$ cat config.mk
export PLATFORM = sky130hd
export DESIGN_NAME = display_command_frame_builder_unit
export DESIGN_NICKNAME = d
export VERILOG_FILES = /design/src/rtl/core/dcfb_pkg.sv /design/src/rtl/core/dcfb_ctrl.sv /design/src/rtl/core/dcfb_datapath.sv /design/src/rtl/core/display_command_frame_builder_unit.sv
export SDC_FILE = /design/constraint.sdc
export NUM_CORES = 1
export LEC_CHECK = 0
export ABC_AREA = 1
export BUFFER_PORTS_ARGS = -buffer_cell sky130_fd_sc_hd__buf_2
export CORE_MARGIN = 5
export CORE_UTILIZATION = 35
export CTS_CLUSTER_SIZE = 28
export DETAILED_ROUTE_END_ITERATION = 10
export PLACE_DENSITY = 0.59
export SLEW_MARGIN = 10
export SYNTH_ARGS = -nofsm -noshare
export SYNTH_HDL_FRONTEND = slang
export SYNTH_HIERARCHICAL = 1
export SYNTH_SLANG_ARGS = --single-unit
$ cat constraint.sdc
create_clock -name clock -period 9.2 [get_ports clock]
set_input_delay 0.92 -clock clock [delete_from_list [all_inputs] [get_ports clock]]
set_output_delay 0.92 -clock clock [all_outputs]
set_load 0.1 [all_outputs]
$ cat src/rtl/core/dcfb_pkg.sv
package dcfb_pkg;

   localparam int IDX_W = 6;

   localparam logic [7:0]  HEADER_BYTE = 8'hFD;
   localparam logic [31:0] CRC_POLY    = 32'hEDB88320;
   localparam logic [31:0] CRC_INIT    = 32'hFFFFFFFF;

   // payload_length must exceed these for the optional bytes 23..26
   localparam logic [15:0] LEN_SUB  = 16'h0012;
   localparam logic [15:0] LEN_RESA = 16'h0013;
   localparam logic [15:0] LEN_RESB = 16'h0014;
   localparam logic [15:0] LEN_REFR = 16'h0015;

   // first byte covered by the CRC
   localparam logic [IDX_W-1:0] CRC_START = 6'd5;

   typedef struct packed {
      logic [15:0] message_id;
      logic [7:0]  display_mode;
      logic [7:0]  sub_mode;
      logic [7:0]  res_param_a;
      logic [7:0]  res_param_b;
      logic [7:0]  refresh_code;
      logic [15:0] payload_length;
      logic [31:0] sequence_number;
   } fields_type;

   // controller -> datapath
   typedef struct packed {
      logic load;
      logic crc_step;
      logic clear_cnt;
      logic emit;
   } ctl_type;

   // datapath -> controller
   typedef struct packed {
      logic crc_done;
      logic emit_last;
   } sts_type;

   function automatic logic [31:0] crc_byte(input logic [31:0] crc_in,
                                            input logic [7:0]  data);
      logic [31:0] c;
      c = crc_in ^ {24'd0, data};
      for (int b = 0; b < 8; b++) begin
         c = c[0] ? ((c >> 1) ^ CRC_POLY) : (c >> 1);
      end
      return c;
   endfunction

   function automatic logic [7:0] frame_byte(input logic [IDX_W-1:0] idx,
                                             input fields_type        f,
                                             input logic [31:0]       crc);
      logic [7:0] v;
      case (idx)
         6'd0:  v = HEADER_BYTE;
         6'd1:  v = crc[7:0];
         6'd2:  v = crc[15:8];
         6'd3:  v = crc[23:16];
         6'd4:  v = crc[31:24];
         6'd5:  v = f.payload_length[7:0];
         6'd6:  v = f.payload_length[15:8];
         6'd7:  v = f.sequence_number[7:0];
         6'd8:  v = f.sequence_number[15:8];
         6'd9:  v = f.sequence_number[23:16];
         6'd10: v = f.sequence_number[31:24];
         6'd15: v = f.message_id[7:0];
         6'd16: v = f.message_id[15:8];
         6'd22: v = f.display_mode;
         6'd23: v = (f.payload_length > LEN_SUB)  ? f.sub_mode     : 8'd0;
         6'd24: v = (f.payload_length > LEN_RESA) ? f.res_param_a  : 8'd0;
         6'd25: v = (f.payload_length > LEN_RESB) ? f.res_param_b  : 8'd0;
         6'd26: v = (f.payload_length > LEN_REFR) ? f.refresh_code : 8'd0;
         default: v = 8'd0;
      endcase
      return v;
   endfunction

endpackage

$ cat src/rtl/core/dcfb_ctrl.sv
module dcfb_ctrl (
   input  logic              clock,
   input  logic              reset,
   input  logic              start,
   output logic              busy,
   input  dcfb_pkg::sts_type sts,
   output dcfb_pkg::ctl_type ctl
);

   localparam logic [1:0] ST_IDLE = 2'd0;
   localparam logic [1:0] ST_CRC  = 2'd1;
   localparam logic [1:0] ST_EMIT = 2'd2;

   logic [1:0] state_ff;
   logic [1:0] state_in;

   always_comb begin
      state_in = state_ff;
      ctl      = '0;
      case (state_ff)
         ST_IDLE: begin
            if (start) begin
               ctl.load = 1'b1;
               state_in = ST_CRC;
            end
         end
         ST_CRC: begin
            if (sts.crc_done) begin
               ctl.clear_cnt = 1'b1;
               state_in      = ST_EMIT;
            end else begin
               ctl.crc_step = 1'b1;
            end
         end
         ST_EMIT: begin
            ctl.emit = 1'b1;
            if (sts.emit_last) begin
               state_in = ST_IDLE;
            end
         end
         default: begin
            state_in = ST_IDLE;
         end
      endcase
   end

   always_ff @(posedge clock) begin
      if (reset) begin
         state_ff <= ST_IDLE;
      end else begin
         state_ff <= state_in;
      end
   end

   assign busy = (state_ff != ST_IDLE);

endmodule

$ cat src/rtl/core/dcfb_datapath.sv
module dcfb_datapath #(
   parameter int FRAME_BYTES = 64
) (
   input  logic                       clock,
   input  logic                       reset,
   input  dcfb_pkg::ctl_type          ctl,
   output dcfb_pkg::sts_type          sts,
   input  dcfb_pkg::fields_type       req,
   output logic                       rsp_strobe,
   output logic [dcfb_pkg::IDX_W-1:0] rsp_byte_index,
   output logic [7:0]                 rsp_byte_value,
   output logic                       rsp_last_byte,
   output logic                       rsp_length_clamped
);

   localparam int W = dcfb_pkg::IDX_W;
   localparam logic [W-1:0]  SPAN_MAX  = W'(FRAME_BYTES - 5);
   localparam logic [W-1:0]  LAST_IDX  = W'(FRAME_BYTES - 1);
   localparam logic [15:0]   SPAN_MAX16 = 16'(FRAME_BYTES - 5);

   dcfb_pkg::fields_type fields_ff;
   logic [W-1:0]         span_ff;
   logic                 clamped_ff;
   logic [W-1:0]         cnt_ff;
   logic [31:0]          crc_ff;

   logic                 strobe_ff;
   logic [W-1:0]         idx_ff;
   logic [7:0]           value_ff;
   logic                 last_ff;

   logic [W-1:0]         crc_pos;
   logic [7:0]           crc_data;
   logic                 long_len;

   assign long_len = (req.payload_length > SPAN_MAX16);
   assign crc_pos  = cnt_ff + dcfb_pkg::CRC_START;
   // bytes 1..4 read as zero while the CRC runs
   assign crc_data = dcfb_pkg::frame_byte(crc_pos, fields_ff, 32'd0);

   assign sts.crc_done  = (cnt_ff == span_ff);
   assign sts.emit_last = (cnt_ff == LAST_IDX);

   always_ff @(posedge clock) begin
      if (ctl.load) begin
         fields_ff  <= req;
         span_ff    <= long_len ? SPAN_MAX : req.payload_length[W-1:0];
         clamped_ff <= long_len;
         crc_ff     <= dcfb_pkg::CRC_INIT;
      end else if (ctl.crc_step) begin
         crc_ff     <= dcfb_pkg::crc_byte(crc_ff, crc_data);
      end
      if (ctl.emit) begin
         idx_ff   <= cnt_ff;
         value_ff <= dcfb_pkg::frame_byte(cnt_ff, fields_ff,
                                          crc_ff ^ dcfb_pkg::CRC_INIT);
         last_ff  <= sts.emit_last;
      end
   end

   always_ff @(posedge clock) begin
      if (reset) begin
         cnt_ff    <= '0;
         strobe_ff <= 1'b0;
      end else begin
         strobe_ff <= ctl.emit;
         if (ctl.load || ctl.clear_cnt) begin
            cnt_ff <= '0;
         end else if (ctl.crc_step || ctl.emit) begin
            cnt_ff <= cnt_ff + 1'b1;
         end
      end
   end

   assign rsp_strobe         = strobe_ff;
   assign rsp_byte_index     = idx_ff;
   assign rsp_byte_value     = value_ff;
   assign rsp_last_byte      = last_ff;
   assign rsp_length_clamped = clamped_ff;

endmodule

$ cat src/rtl/core/display_command_frame_builder_unit.sv
// Channel   | Ports                         | Handshake
// ----------+-------------------------------+------------------------------------
// request   | start, busy, req_*            | taken when start=1 and busy=0
// response  | rsp_strobe, rsp_*             | one byte per strobe cycle, no stall
//
// A transaction loads the request and runs the CRC over span bytes, span being
// min(payload_length, FRAME_BYTES-5): the CRC pass handles one frame byte per
// cycle through the 8-step bit loop, then the frame goes out one byte a cycle.
// Bytes appear in the cycle after they are formed (registered outputs).
// Synchronous active-high reset returns the controller to idle and drops the
// strobe; payload registers are not reset. The receiver has no backpressure.
module display_command_frame_builder_unit #(
   parameter int FRAME_BYTES = 64
) (
   input  logic        clock,
   input  logic        reset,

   input  logic        start,
   output logic        busy,
   input  logic [15:0] req_message_id,
   input  logic [7:0]  req_display_mode,
   input  logic [7:0]  req_sub_mode,
   input  logic [7:0]  req_res_param_a,
   input  logic [7:0]  req_res_param_b,
   input  logic [7:0]  req_refresh_code,
   input  logic [15:0] req_payload_length,
   input  logic [31:0] req_sequence_number,

   output logic        rsp_strobe,
   output logic [5:0]  rsp_byte_index,
   output logic [7:0]  rsp_byte_value,
   output logic        rsp_last_byte,
   output logic        rsp_length_clamped
);

   dcfb_pkg::ctl_type    ctl;
   dcfb_pkg::sts_type    sts;
   dcfb_pkg::fields_type req;

   // bundle the request fields for the datapath capture register
   assign req.message_id      = req_message_id;
   assign req.display_mode    = req_display_mode;
   assign req.sub_mode        = req_sub_mode;
   assign req.res_param_a     = req_res_param_a;
   assign req.res_param_b     = req_res_param_b;
   assign req.refresh_code    = req_refresh_code;
   assign req.payload_length  = req_payload_length;
   assign req.sequence_number = req_sequence_number;

   // sequencer: idle -> CRC pass -> byte emission
   dcfb_ctrl u_ctrl (
      .clock (clock),
      .reset (reset),
      .start (start),
      .busy  (busy),
      .sts   (sts),
      .ctl   (ctl)
   );

   // field capture, running CRC, byte counter and output registers
   dcfb_datapath #(
      .FRAME_BYTES (FRAME_BYTES)
   ) u_datapath (
      .clock              (clock),
      .reset              (reset),
      .ctl                (ctl),
      .sts                (sts),
      .req                (req),
      .rsp_strobe         (rsp_strobe),
      .rsp_byte_index     (rsp_byte_index),
      .rsp_byte_value     (rsp_byte_value),
      .rsp_last_byte      (rsp_last_byte),
      .rsp_length_clamped (rsp_length_clamped)
   );

endmodule

==> metrics, run 1 <==
Max Cap Violations 0; IO Pins roughly 130; CTS tree built; 1st-iter DRT viols between 800 and 900; largest net degree at the start of global routing 75; Syn Nets roughly 1.2k; static leakage power roughly 0.0047 uW; grt total ovfl 0; Vias ~8.3k; Cells after Synth around 1.1k; hold path cells 2; Area Growth Syn to Fin 16.9%; hold crit path type flip-flop to flip-flop; final std cells w/o fill between 1.5k and 2k; CTS resizes 0; CP startpoint kind flip-flop; full die area 0.0300 mm2; Post-synth EDFFs 126; CTS Sinks around 170; Setup violations, final 0; post-placement cell count about 1.6k; PwrDens ~200 mW/mm2; CP required approximately 9.6 ns; Initial DRT Pass Iterations 6; # port buffers between 100 and 150; yosys warns 6; Core Region 0.0261 mm2; DR vias/cell ~5.2; Max-slew headroom 21.1%; top cell type's share of synthesized area between 40% and 50%; RD Place Congestion roughly 0.93; H-tree depth 4; sequential cell area about 0.0046 mm2; critical path arrival 4.19 ns; FMAX 261 MHz; clock buffer depth 2; R2R depth 12; pre-CTS setup slack about 5.4 ns; Reg clk slew, reported paths 0.07 ns; ANT cells 0; HPWL after DPL about 24000 um; Worst-Skew Late Latency 0.44 ns; Die Wd approximately 170 um; post-CTS setup buffer count 0; Synth Register Bits ~170; Routed WL around 30000 um; Syn Area/Cell between 8 and 9 um2; Setup TNS 0 ns; FILL cells about 2.7k; CP Capture Type flip-flop; crit path time final between 3 and 4 ns; sequential area share after synthesis 49.4%; Pwr Total between 2000 and 2500 uW; Initial Utilization 35.7%; minimum hold slack ~0.52 ns; drc violations 0; dominant cell type by area after synthesis edfxtp_1; WL per Instance just under 20 um; gr usage total about a fifth; Row Count between 50 and 60; Final Hold Violating Endpoints 0; Post-Syn Area between 0.009 and 0.01 mm2; Synth area leaders edfxtp_1 (41%), nand2_1 (12%), dfxtp_1 (8.8%); Worst VDD drop around 0.00010 V; Worst Setup Slack, final approximately 5.4 ns; Worst Clk Skew approximately 0.014 ns; final net count 1353; RSZ-0062 raised after global routing false; ys async rst share 0%; outcome complete, no violations; Max Slew Vio Count 0; Worst Max-Slew Pin Slew roughly 1.2 ns; Num CTS Buffers 17; crit share post-route a little over two fifths; vias in the first global route 8130; Antenna Violating Nets Remaining 0; hold buffer count at CTS 0; critical path fanouts, max 35; Yosys cell types 48; clk root buf clkbuf_16; first-pass GRT wire length 46900 um; Critical Setup Path Class flip-flop to flip-flop; area of the multi-input gates ~0.0041 mm2; dominant synthesized flop cell edfxtp_1; chip height roughly 170 um; initial antenna violation count 0; share of cells above drive strength 1 20.8%
[sequential cells by signal (all words and copies together) (netlist names)]
signal	flops
u_datapath/fields_ff	104
u_datapath/crc_ff	32
u_datapath/rsp_byte_value	8
u_datapath/cnt_ff	6
u_datapath/rsp_byte_index	6
u_datapath/span_ff	6
u_ctrl/state_ff	2
u_datapath/rsp_last_byte	1
u_datapath/rsp_length_clamped	1
u_datapath/rsp_strobe	1
[synthesized netlist by cell type, drive strengths merged (5+ instances only)]
cell type  instances
o22ai              8
o2111ai            9
nand2            341
inv              120
clkbuf             8
o21ai             31
xor2              24
edfxtp           126
nand4             16
a221oi            11
ha                 6
buf               10
o211ai             8
a21oi             44
nor3              20
dfxtp             41
nand3            131
nor2             114
o221ai             5
or2                8
[metrics by stage]
step           cell area, um2  util [%]
6_report                10900      41.7
5_1_grt                 10900      41.7
4_1_cts                 10900      41.7
3_5_place_dp            10300      39.5
3_3_place_gp            10300      39.5
2_1_floorplan            9320         -
[layout by cell type, fill, tap and decap left out, drive strengths merged, types with 8 or more instances in the layout]
cell     synthesis  final
nor3            20     20
dfxtp           41     41
a221oi          11     11
o21ai           31     31
inv            120    127
o22ai            8      8
edfxtp         126    126
nand4           16     16
clkbuf           8     17
o2111ai          9      9
o211ai           8      8
nor2           114    114
nand2          341    341
nand3          131    131
a21oi           44     44
or2              8      8
buf             10    132
xor2            24     24
[cell families (layout without fill, tap and decap cells)]
kind of cell / count (synthesis) / in the layout / share of synthesized area, %
AO/OA/AOI/OAI: 129 / 129 / 8.82
XOR/XNOR: 25 / 25 / 2.43
adder cells (fa/ha/maj): 6 / 6 / 0.805
buffers and inverters: 139 / 285 / 6.13
flip-flops: 167 / 167 / 49.4
AND/OR/NAND/NOR: 641 / 641 / 32.4
[worst max-delay path: stages (launching register included)]
cell and delay [ns]:
dfxtp_1 0.41, inv_1 0.14, or2_2 0.29, o21ai_0 0.07, or4_1 0.13, nor3_1 0.06
inv_1 0.06, nand3_1 0.10, inv_1 0.69, clkinv_1 1.13, nor2_1 0.39, inv_1 0.12
o211ai_1 0.18
[layout make-up]
| cell class | instances | area share, % |
|---|---|---|
| sequential | 167 | 42.2 |
| multi-input combinational | 801 | 38.0 |
| timing repair buffer | 132 | 6.24 |
| inverter | 121 | 4.23 |
| clock buffer | 17 | 3.90 |
| tap | 335 | 3.84 |
| clock inverter | 15 | 1.50 |
[power breakdown]
part	switching, uW	total (uW)	internal, uW	leakage [uW]
combinational	368	545	176	0.00293
clock	344	729	385	0.000278
sequential	69.4	954	884	0.00152
total	782	2230	1450	0.00473
[path summary, 6_finish.rpt]
kind / from / to / slack, ns
worst max register to register: u_datapath/cnt_ff[5]$_SDFFE_PP0P_ / u_datapath/crc_ff[27]$_SDFFE_PP1P_ / 5.36
worst max-delay path: u_datapath/cnt_ff[5]$_SDFFE_PP0P_ / u_datapath/crc_ff[27]$_SDFFE_PP1P_ / 5.36
worst min-delay path: u_ctrl/state_ff[1]$_SDFFE_PP0P_ / u_ctrl/state_ff[1]$_SDFFE_PP0P_ / 0.52
worst min register to register: u_ctrl/state_ff[1]$_SDFFE_PP0P_ / u_ctrl/state_ff[1]$_SDFFE_PP0P_ / 0.52
[routing by layer]
layer | global-route usage (%) | vias up | wire length (um)
met3 | 4.36 | 67 | 2450
met4 | 8.21 | 0 | 1210
li1 | - | 4019 | -
met2 | 32.0 | 366 | 14000
met5 | 0 | - | 0
met1 | 26.9 | 3877 | 13100
(Power assumes the default switching activity.)
==> run 2, diff against run 1 <==
--- a/config.mk
+++ b/config.mk
@@ -11,7 +11,7 @@
 export CORE_UTILIZATION = 35
 export CTS_CLUSTER_SIZE = 28
 export DETAILED_ROUTE_END_ITERATION = 10
-export PLACE_DENSITY = 0.59
+export PLACE_DENSITY = 0.61
 export SLEW_MARGIN = 10
 export SYNTH_ARGS = -nofsm -noshare
 export SYNTH_HDL_FRONTEND = slang
==> constraint.sdc (replaced) <==
create_clock -name clock -period 3.5 [get_ports clock]
set_input_delay 0.35 -clock clock [delete_from_list [all_inputs] [get_ports clock]]
set_output_delay 0.35 -clock clock [all_outputs]
set_load 0.1 [all_outputs]
==> run 2 against run 1 <==
Critical path depth is 8 higher; setup slack worse by 5.0 ns; routed wire length is 3.1% higher; clock skew is 0.0041 ns lower; largest power group unchanged; critical path type unchanged.
==> metrics, run 2 (synthesis results as in run 1) <==
outcome complete, no violations; critical path arrival 3.50 ns (-0.69 ns); Worst-Skew Late Latency 0.43 ns (about the same); sequential cell area 0.00461 mm2 (about the same); hold buffer count at CTS 0 (unchanged); global routing usage on met2 32.5% (+0.53 points); clk root buf clkbuf_16; crit-path cells ha_1, inv_1, nand2_2, nand2_1, nand3_1, nor2_4, and2_4, nand2_1, o211ai_1, nor2_1, nand2_1, nand2_1, nand2_1, nand2_1, nand2_1, nand2_1, nand2_1, nand2_1, nand3_1, nand2_1; R2R depth 20 (+8); delay-heaviest family, CP simple AND/OR/NAND/NOR gates; Worst Clk Skew 0.0103 ns (-0.00406 ns); Final Hold Violating Endpoints 0 (unchanged); met1 usage 27.3% (+0.43 points); crit path time final 3.18 ns (-0.652 ns); CP Capture Type flip-flop; ANT cells 0 (unchanged); register-to-register setup slack 0.32 ns (-5.05 ns); post-CTS setup buffer count 0 (unchanged); final net count 1364 (+0.81%); full die area 0.0300 mm2 (unchanged); Core Region 0.0261 mm2 (unchanged); Largest stage delay, worst path 0.37 ns (-0.76 ns); Reg clk slew, reported paths 0.07 ns (about the same); # port buffers 124 (unchanged); CTS tree built; FILL cells 2629 (-1.5%); Worst path slowest cell dfxtp_2; Setup violations, final 0 (unchanged); share of cells above drive strength 1 21.8% (+0.94 points); Setup TNS 0 ns (unchanged); CTS Sinks 167 (unchanged); Worst VDD drop 0.000416 V (+310%); WL per Instance 19.8 um (+2.4%); PwrDens 538 mW/mm2 (+160%); vias in the first global route 8195 (+0.80%); commonest non-fill, non-tap cells in the layout nand2_1 (293), edfxtp_1 (126), buf_2 (124), nand3_1 (124), inv_1 (108); met3 GRT Util 4.67% (+0.31 points); critical path depth 20 (+8); RD Place Congestion 1.02 (+9.0%); CP Capture Point u_datapath/crc_ff[24]$_SDFFE_PP1P_; crit-path most repeated cell nand2_1; Reg-to-Reg End u_datapath/crc_ff[24]$_SDFFE_PP1P_; Max Cap Violations 0 (unchanged); gr busiest metal met2; Hold Startpoint req_sequence_number[6]; Worst Max-Slew Pin Slew 1.07 ns (-0.104 ns); static leakage power 0.00482 uW (+1.8%); HPWL after DPL 25100 um (+4.3%); crit share post-route 91.0% (+49 points); area of the multi-input gates 0.00417 mm2 (+0.42%); Die Wd 173 um (unchanged); clock buffer depth 2 (unchanged); largest reg by FF count u_datapath/fields_ff; Reg-to-Reg Start u_datapath/cnt_ff[1]$_SDFFE_PP0P_; Antenna Violating Nets Remaining 0 (unchanged); RSZ-0062 raised after global routing false; drc violations 0 (unchanged); DR vias/cell 5.26 (+0.20%); Row Count 59 (unchanged); CP required 3.81 ns (-5.74 ns); 1st-iter DRT viols 657 (-19%); CP startpoint kind flip-flop; Num CTS Buffers 17 (unchanged); max FFs per register 104 (unchanged); most common cell after layout, fill and taps aside nand2_1; Routed WL 31600 um (+3.1%); Max-slew headroom 28.0% (+7.0 points); grt total ovfl 0 (unchanged); Critical Setup Path Class flip-flop to flip-flop; Area Growth Syn to Fin 18.6%; H-tree depth 4 (unchanged); first-pass GRT wire length 47900 um (+2.1%); IO Pins 125 (unchanged); Initial Utilization 35.7% (unchanged); CP bufs+invs 1 (-4); crit path from u_datapath/cnt_ff[1]$_SDFFE_PP0P_; Initial DRT Pass Iterations 7 (+1); Max Slew Vio Count 0 (unchanged); chip height 173 um (unchanged); largest net degree at the start of global routing 73 (-2.7%); hold crit path type primary input to flip-flop; critical path fanouts, max 10 (-71%); initial antenna violation count 0 (unchanged); FMAX 314 MHz (+20%); Vias 8398 (+0.83%); gr usage total 20.7% (+0.54 points); minimum hold slack 0.0944 ns (-0.424 ns)
## run 2: cell types whose count changed in the layout (fill, tap and decap cells not counted), moves of 2 or more
cell,before,now
inv_6,5,7
buf_12,0,3
nor2_2,11,13
nor2_1,94,92
clkinv_2,0,2
buf_4,8,15
bufinv_16,1,3
clkinv_8,2,0
clkinvlp_4,3,1
## run 2: cell type report
| cell class | instances | area share [%] |
|---|---|---|
| flip-flops and latches | 167 | 41.7 |
| multi-input cells | 802 | 37.7 |
| repair buffers | 142 | 7.18 |
| inverters | 121 | 4.19 |
| clock buffers | 17 | 3.85 |
| well taps | 335 | 3.79 |
| clock inverters | 14 | 1.66 |
## run 2: power by group
group | switching [uW] | total [uW] | internal [uW]
logic | 978 | 1460 | 481
clock network | 844 | 1990 | 1140
registers | 173 | 2500 | 2320
## run 2: timing repair
action,in CTS,in global routing
hold endpoints to repair,0,0
gates resized for setup,0,3
setup endpoints to repair,0,22
## run 2: worst reg2reg max path, delay by kind of cell (launching register included)
family                   cells  cell delay [ns]
AND/OR/NAND/NOR             17             2.18
flip-flops                   1             0.37
adder cells (fa/ha/maj)      1             0.23
buffers and inverters        1             0.15
AO/OA/AOI/OAI                1             0.15
## run 2: worst min path at each step
stage                                                         to  slack, ns  cells after the start
after floorplan           u_datapath/rsp_byte_index[4]$_DFFE_PP_       0.40                      0
after global placement    u_datapath/rsp_byte_index[4]$_DFFE_PP_       0.45                      0
after detailed placement  u_datapath/rsp_byte_index[4]$_DFFE_PP_       0.44                      0
after CTS                     u_datapath/fields_ff[27]$_DFFE_PP_       0.08                      1
after global routing          u_datapath/fields_ff[27]$_DFFE_PP_       0.07                      1
final                          u_datapath/fields_ff[6]$_DFFE_PP_       0.09                      1
## run 2: stage by stage
| stage | instances | area (um2) | total power, uW | util (%) | worst slack (ns) |
|---|---|---|---|---|---|
| CTS | 1597 | 11000 | 5960 | 42.2 | 0.134 |
| global route | 1598 | 11100 | 6260 | 42.3 | 0.0190 |
| floorplan | 1107 | 9330 | 3530 | - | 0.516 |
| finish | 1598 | 11100 | 5940 | 42.3 | 0.315 |
| detailed placement | 1566 | 10400 | 3970 | 39.9 | 0.143 |
| global placement | 1566 | 10400 | 3960 | 39.9 | 0.168 |
## run 2: routing by layer
metal	vias up	share of wire (%)
met2	368	46
met1	3908	43
li1	4034	-
met4	0	4.8
met5	-	0
met3	88	6.9
==> run 3, diff against run 2 <==
--- a/config.mk
+++ b/config.mk
@@ -11,7 +11,7 @@
 export CORE_UTILIZATION = 35
 export CTS_CLUSTER_SIZE = 28
 export DETAILED_ROUTE_END_ITERATION = 10
-export PLACE_DENSITY = 0.61
+export PLACE_DENSITY = 0.59
 export SLEW_MARGIN = 10
 export SYNTH_ARGS = -nofsm -noshare
 export SYNTH_HDL_FRONTEND = slang
==> constraint.sdc (replaced) <==
create_clock -name clock -period 3.7 [get_ports clock]
set_input_delay 0.37 -clock clock [delete_from_list [all_inputs] [get_ports clock]]
set_output_delay 0.37 -clock clock [all_outputs]
set_load 0.1 [all_outputs]
==> run 3 against run 2 <==
Design area is 0.47% lower; routed wire length shrank 1.0%; utilization decreased by 0.20 points; register-to-register slack worse by 0.03 ns; critical path depth rose by 3; power down 6.5%; critical path type unchanged; largest cell class unchanged; highest routed layer unchanged.
==> metrics, run 3 (synthesis results as in run 1) <==
outcome complete, no violations; CTS resizes 0 (unchanged); 1st-iter DRT viols 893 (+36%); Reg-to-Reg End u_datapath/crc_ff[30]$_SDFFE_PP1P_; Largest stage delay, worst path 0.51 ns (+0.14 ns); grt total ovfl 0 (unchanged); max FFs per register 104 (unchanged); IO Pins 125 (unchanged); Max-slew headroom 42.7% (+15 points); largest net degree at the start of global routing 74 (+1.4%); CP startpoint kind flip-flop; Worst path slowest cell dfxtp_1; Worst Clk Skew 0.0139 ns (+0.00366 ns); Routed WL 31300 um (-1.0%); final net count 1362 (-0.15%); RD Place Congestion 0.978 (-3.8%); Setup TNS 0 ns (unchanged); Critical Setup Path Class flip-flop to flip-flop; sw frac 35.9% (+2.4 points); Reg clk slew, reported paths 0.08 ns (about the same); Final Hold Violating Endpoints 0 (unchanged); commonest non-fill, non-tap cells in the layout nand2_1 (293), edfxtp_1 (126), buf_2 (124), nand3_1 (124), inv_1 (108); WL per Instance 19.6 um (-0.97%); Initial Utilization 35.7% (unchanged); FILL cells 2640 (+0.42%); crit path from u_datapath/cnt_ff[1]$_SDFFE_PP0P_; HPWL after DPL 24800 um (-1.0%); critical path fanouts, max 28 (+18); P_int 3560 uW (-9.8%); PwrDens 505 mW/mm2 (-6.0%); critical path depth 23 (+15%); CTS Sinks 167 (unchanged); chip height 173 um (unchanged); Net Sw Power 2000 uW (+0.11%); initial antenna violation count 0 (unchanged); CP Capture Point u_datapath/crc_ff[30]$_SDFFE_PP1P_; drc violations 0 (unchanged); register-to-register setup slack 0.28 ns (-0.03 ns); FMAX 293 MHz (-6.8%); share of cells above drive strength 1 21.4% (-0.38 points); crit path time final 3.42 ns (+0.232 ns); R2R depth 23 (+15%); Max Slew Vio Count 0 (unchanged); Worst Max-Slew Pin Slew 0.859 ns (-0.212 ns); hold crit path type primary input to flip-flop; largest reg by FF count u_datapath/fields_ff; clock buffer depth 2 (unchanged); full die area 0.0300 mm2 (unchanged); Initial DRT Pass Iterations 5 (-2); Pwr Total 5560 uW (-6.5%); Max Cap Violations 0 (unchanged); Antenna Violating Nets Remaining 0 (unchanged); post-placement cell count 1565 (-0.064%); Core Region 0.0261 mm2 (unchanged); pre-CTS setup slack 0.366 ns (+0.223 ns); Num CTS Buffers 17 (unchanged); Area Growth Syn to Fin 18.0%; static leakage power 0.00480 uW (-0.37%); Worst Setup Slack, final 0.284 ns (-0.0317 ns); placed instance area 0.0104 mm2 (-0.22%); gr usage total 20.6% (-0.074 points); CP Capture Type flip-flop; post-CTS setup buffer count 0 (unchanged); final std cells w/o fill 1597 (-0.063%); critical path arrival 3.78 ns (+0.28 ns); ANT cells 0 (unchanged); H-tree depth 4 (unchanged); Vias 8337 (-0.73%); # port buffers 124 (unchanged); CTS tree built; clk root buf clkbuf_16; RSZ-0062 raised after global routing false; vias in the first global route 8185 (-0.12%); sequential cell area 0.00460 mm2 (about the same); crit-path cells ha_1, inv_1, nand2_2, nand2_1, nand2_1, nand2_2, nor2_8, nand3_1, nand2_1, inv_1, nand3_1, nor2_2, nand2_2, nand2_2, nand2_2, nand2_1, nand2_4, nand2_2, nand2_4, inv_2, nor2_4, nor2_1, o21ai_1; delay-heaviest family, CP simple AND/OR/NAND/NOR gates; crit-path most repeated cell nand2_2; DR vias/cell 5.22 (-0.66%); Clk pwr share 32.8% (-0.6 points); crit share post-route 92.3% (+1.3 points); first-pass GRT wire length 48100 um (+0.43%); Die Wd 173 um (unchanged); area of the multi-input gates 0.00415 mm2 (-0.42%); design area 0.0110 mm2 (-0.47%); Worst VDD drop 0.000241 V (-42%); Row Count 59 (unchanged); Worst-Skew Late Latency 0.44 ns (about the same); Reg-to-Reg Start u_datapath/cnt_ff[1]$_SDFFE_PP0P_; hold buffer count at CTS 0 (unchanged); Setup violations, final 0 (unchanged); CP required 4.07 ns (+0.26 ns); sequential fraction of design power 42.7% (+0.7 points); CP bufs+invs 3 (+2); Comb pwr share 24.5% (about the same); most common cell after layout, fill and taps aside nand2_1
[run 3: cell types whose count changed in the layout (fill, tap and decap cells not counted), moves of 2 or more]
cell	change
inv_8	+4
clkinv_2	-2
bufinv_16	-3
clkinv_8	+4
nor2_1	+2
inv_6	-3
nor2_2	-2
[run 3: worst min-delay path by stage]
stage / from / to / cells past startpoint
after floorplan: u_datapath/cnt_ff[4]$_SDFFE_PP0P_ / u_datapath/rsp_byte_index[4]$_DFFE_PP_ / 0
after global placement: u_datapath/crc_ff[29]$_SDFFE_PP1P_ / u_datapath/crc_ff[29]$_SDFFE_PP1P_ / 2
after detailed placement: u_datapath/crc_ff[29]$_SDFFE_PP1P_ / u_datapath/crc_ff[29]$_SDFFE_PP1P_ / 2
after CTS: req_sequence_number[31] / u_datapath/fields_ff[31]$_DFFE_PP_ / 1
after global routing: req_display_mode[7] / u_datapath/fields_ff[87]$_DFFE_PP_ / 1
final: req_display_mode[7] / u_datapath/fields_ff[87]$_DFFE_PP_ / 1
[run 3: layout make-up]
cell class / instances / share of cell area (%)
Sequential cell: 167 / 41.8
Tap cell: 335 / 3.81
Multi-Input combinational cell: 801 / 37.7
Inverter: 121 / 4.20
Clock buffer: 17 / 3.87
Clock inverter: 15 / 1.56
Timing Repair Buffer: 141 / 7.03
[run 3: power groups by stage]
stage / registers (uW) / logic (uW) / clock network (uW)
6_report: 2370 / 1360 / 1820
4_1_cts: 2370 / 1350 / 1860
5_1_grt: 2390 / 1530 / 1950
3_5_place_dp: 2410 / 1350 / 0
2_1_floorplan: 2330 / 1000 / 0
3_3_place_gp: 2410 / 1330 / 0
[run 3: metal layers]
layer | routed length (um) | up-vias | GRT usage, %
met5 | 0 | - | 0
met4 | 946 | 0 | 7.22
met3 | 2140 | 55 | 3.45
met2 | 14400 | 366 | 33.3
met1 | 13800 | 3877 | 28.2
li1 | - | 4039 | -
[run 3: metrics by stage]
stage               util (%)  hold slack [ns]
floorplan                  -            0.403
global placement        39.8            0.499
detailed placement      39.8            0.502
CTS                     42.1           0.0892
global route            42.1           0.0811
finish                  42.1            0.100
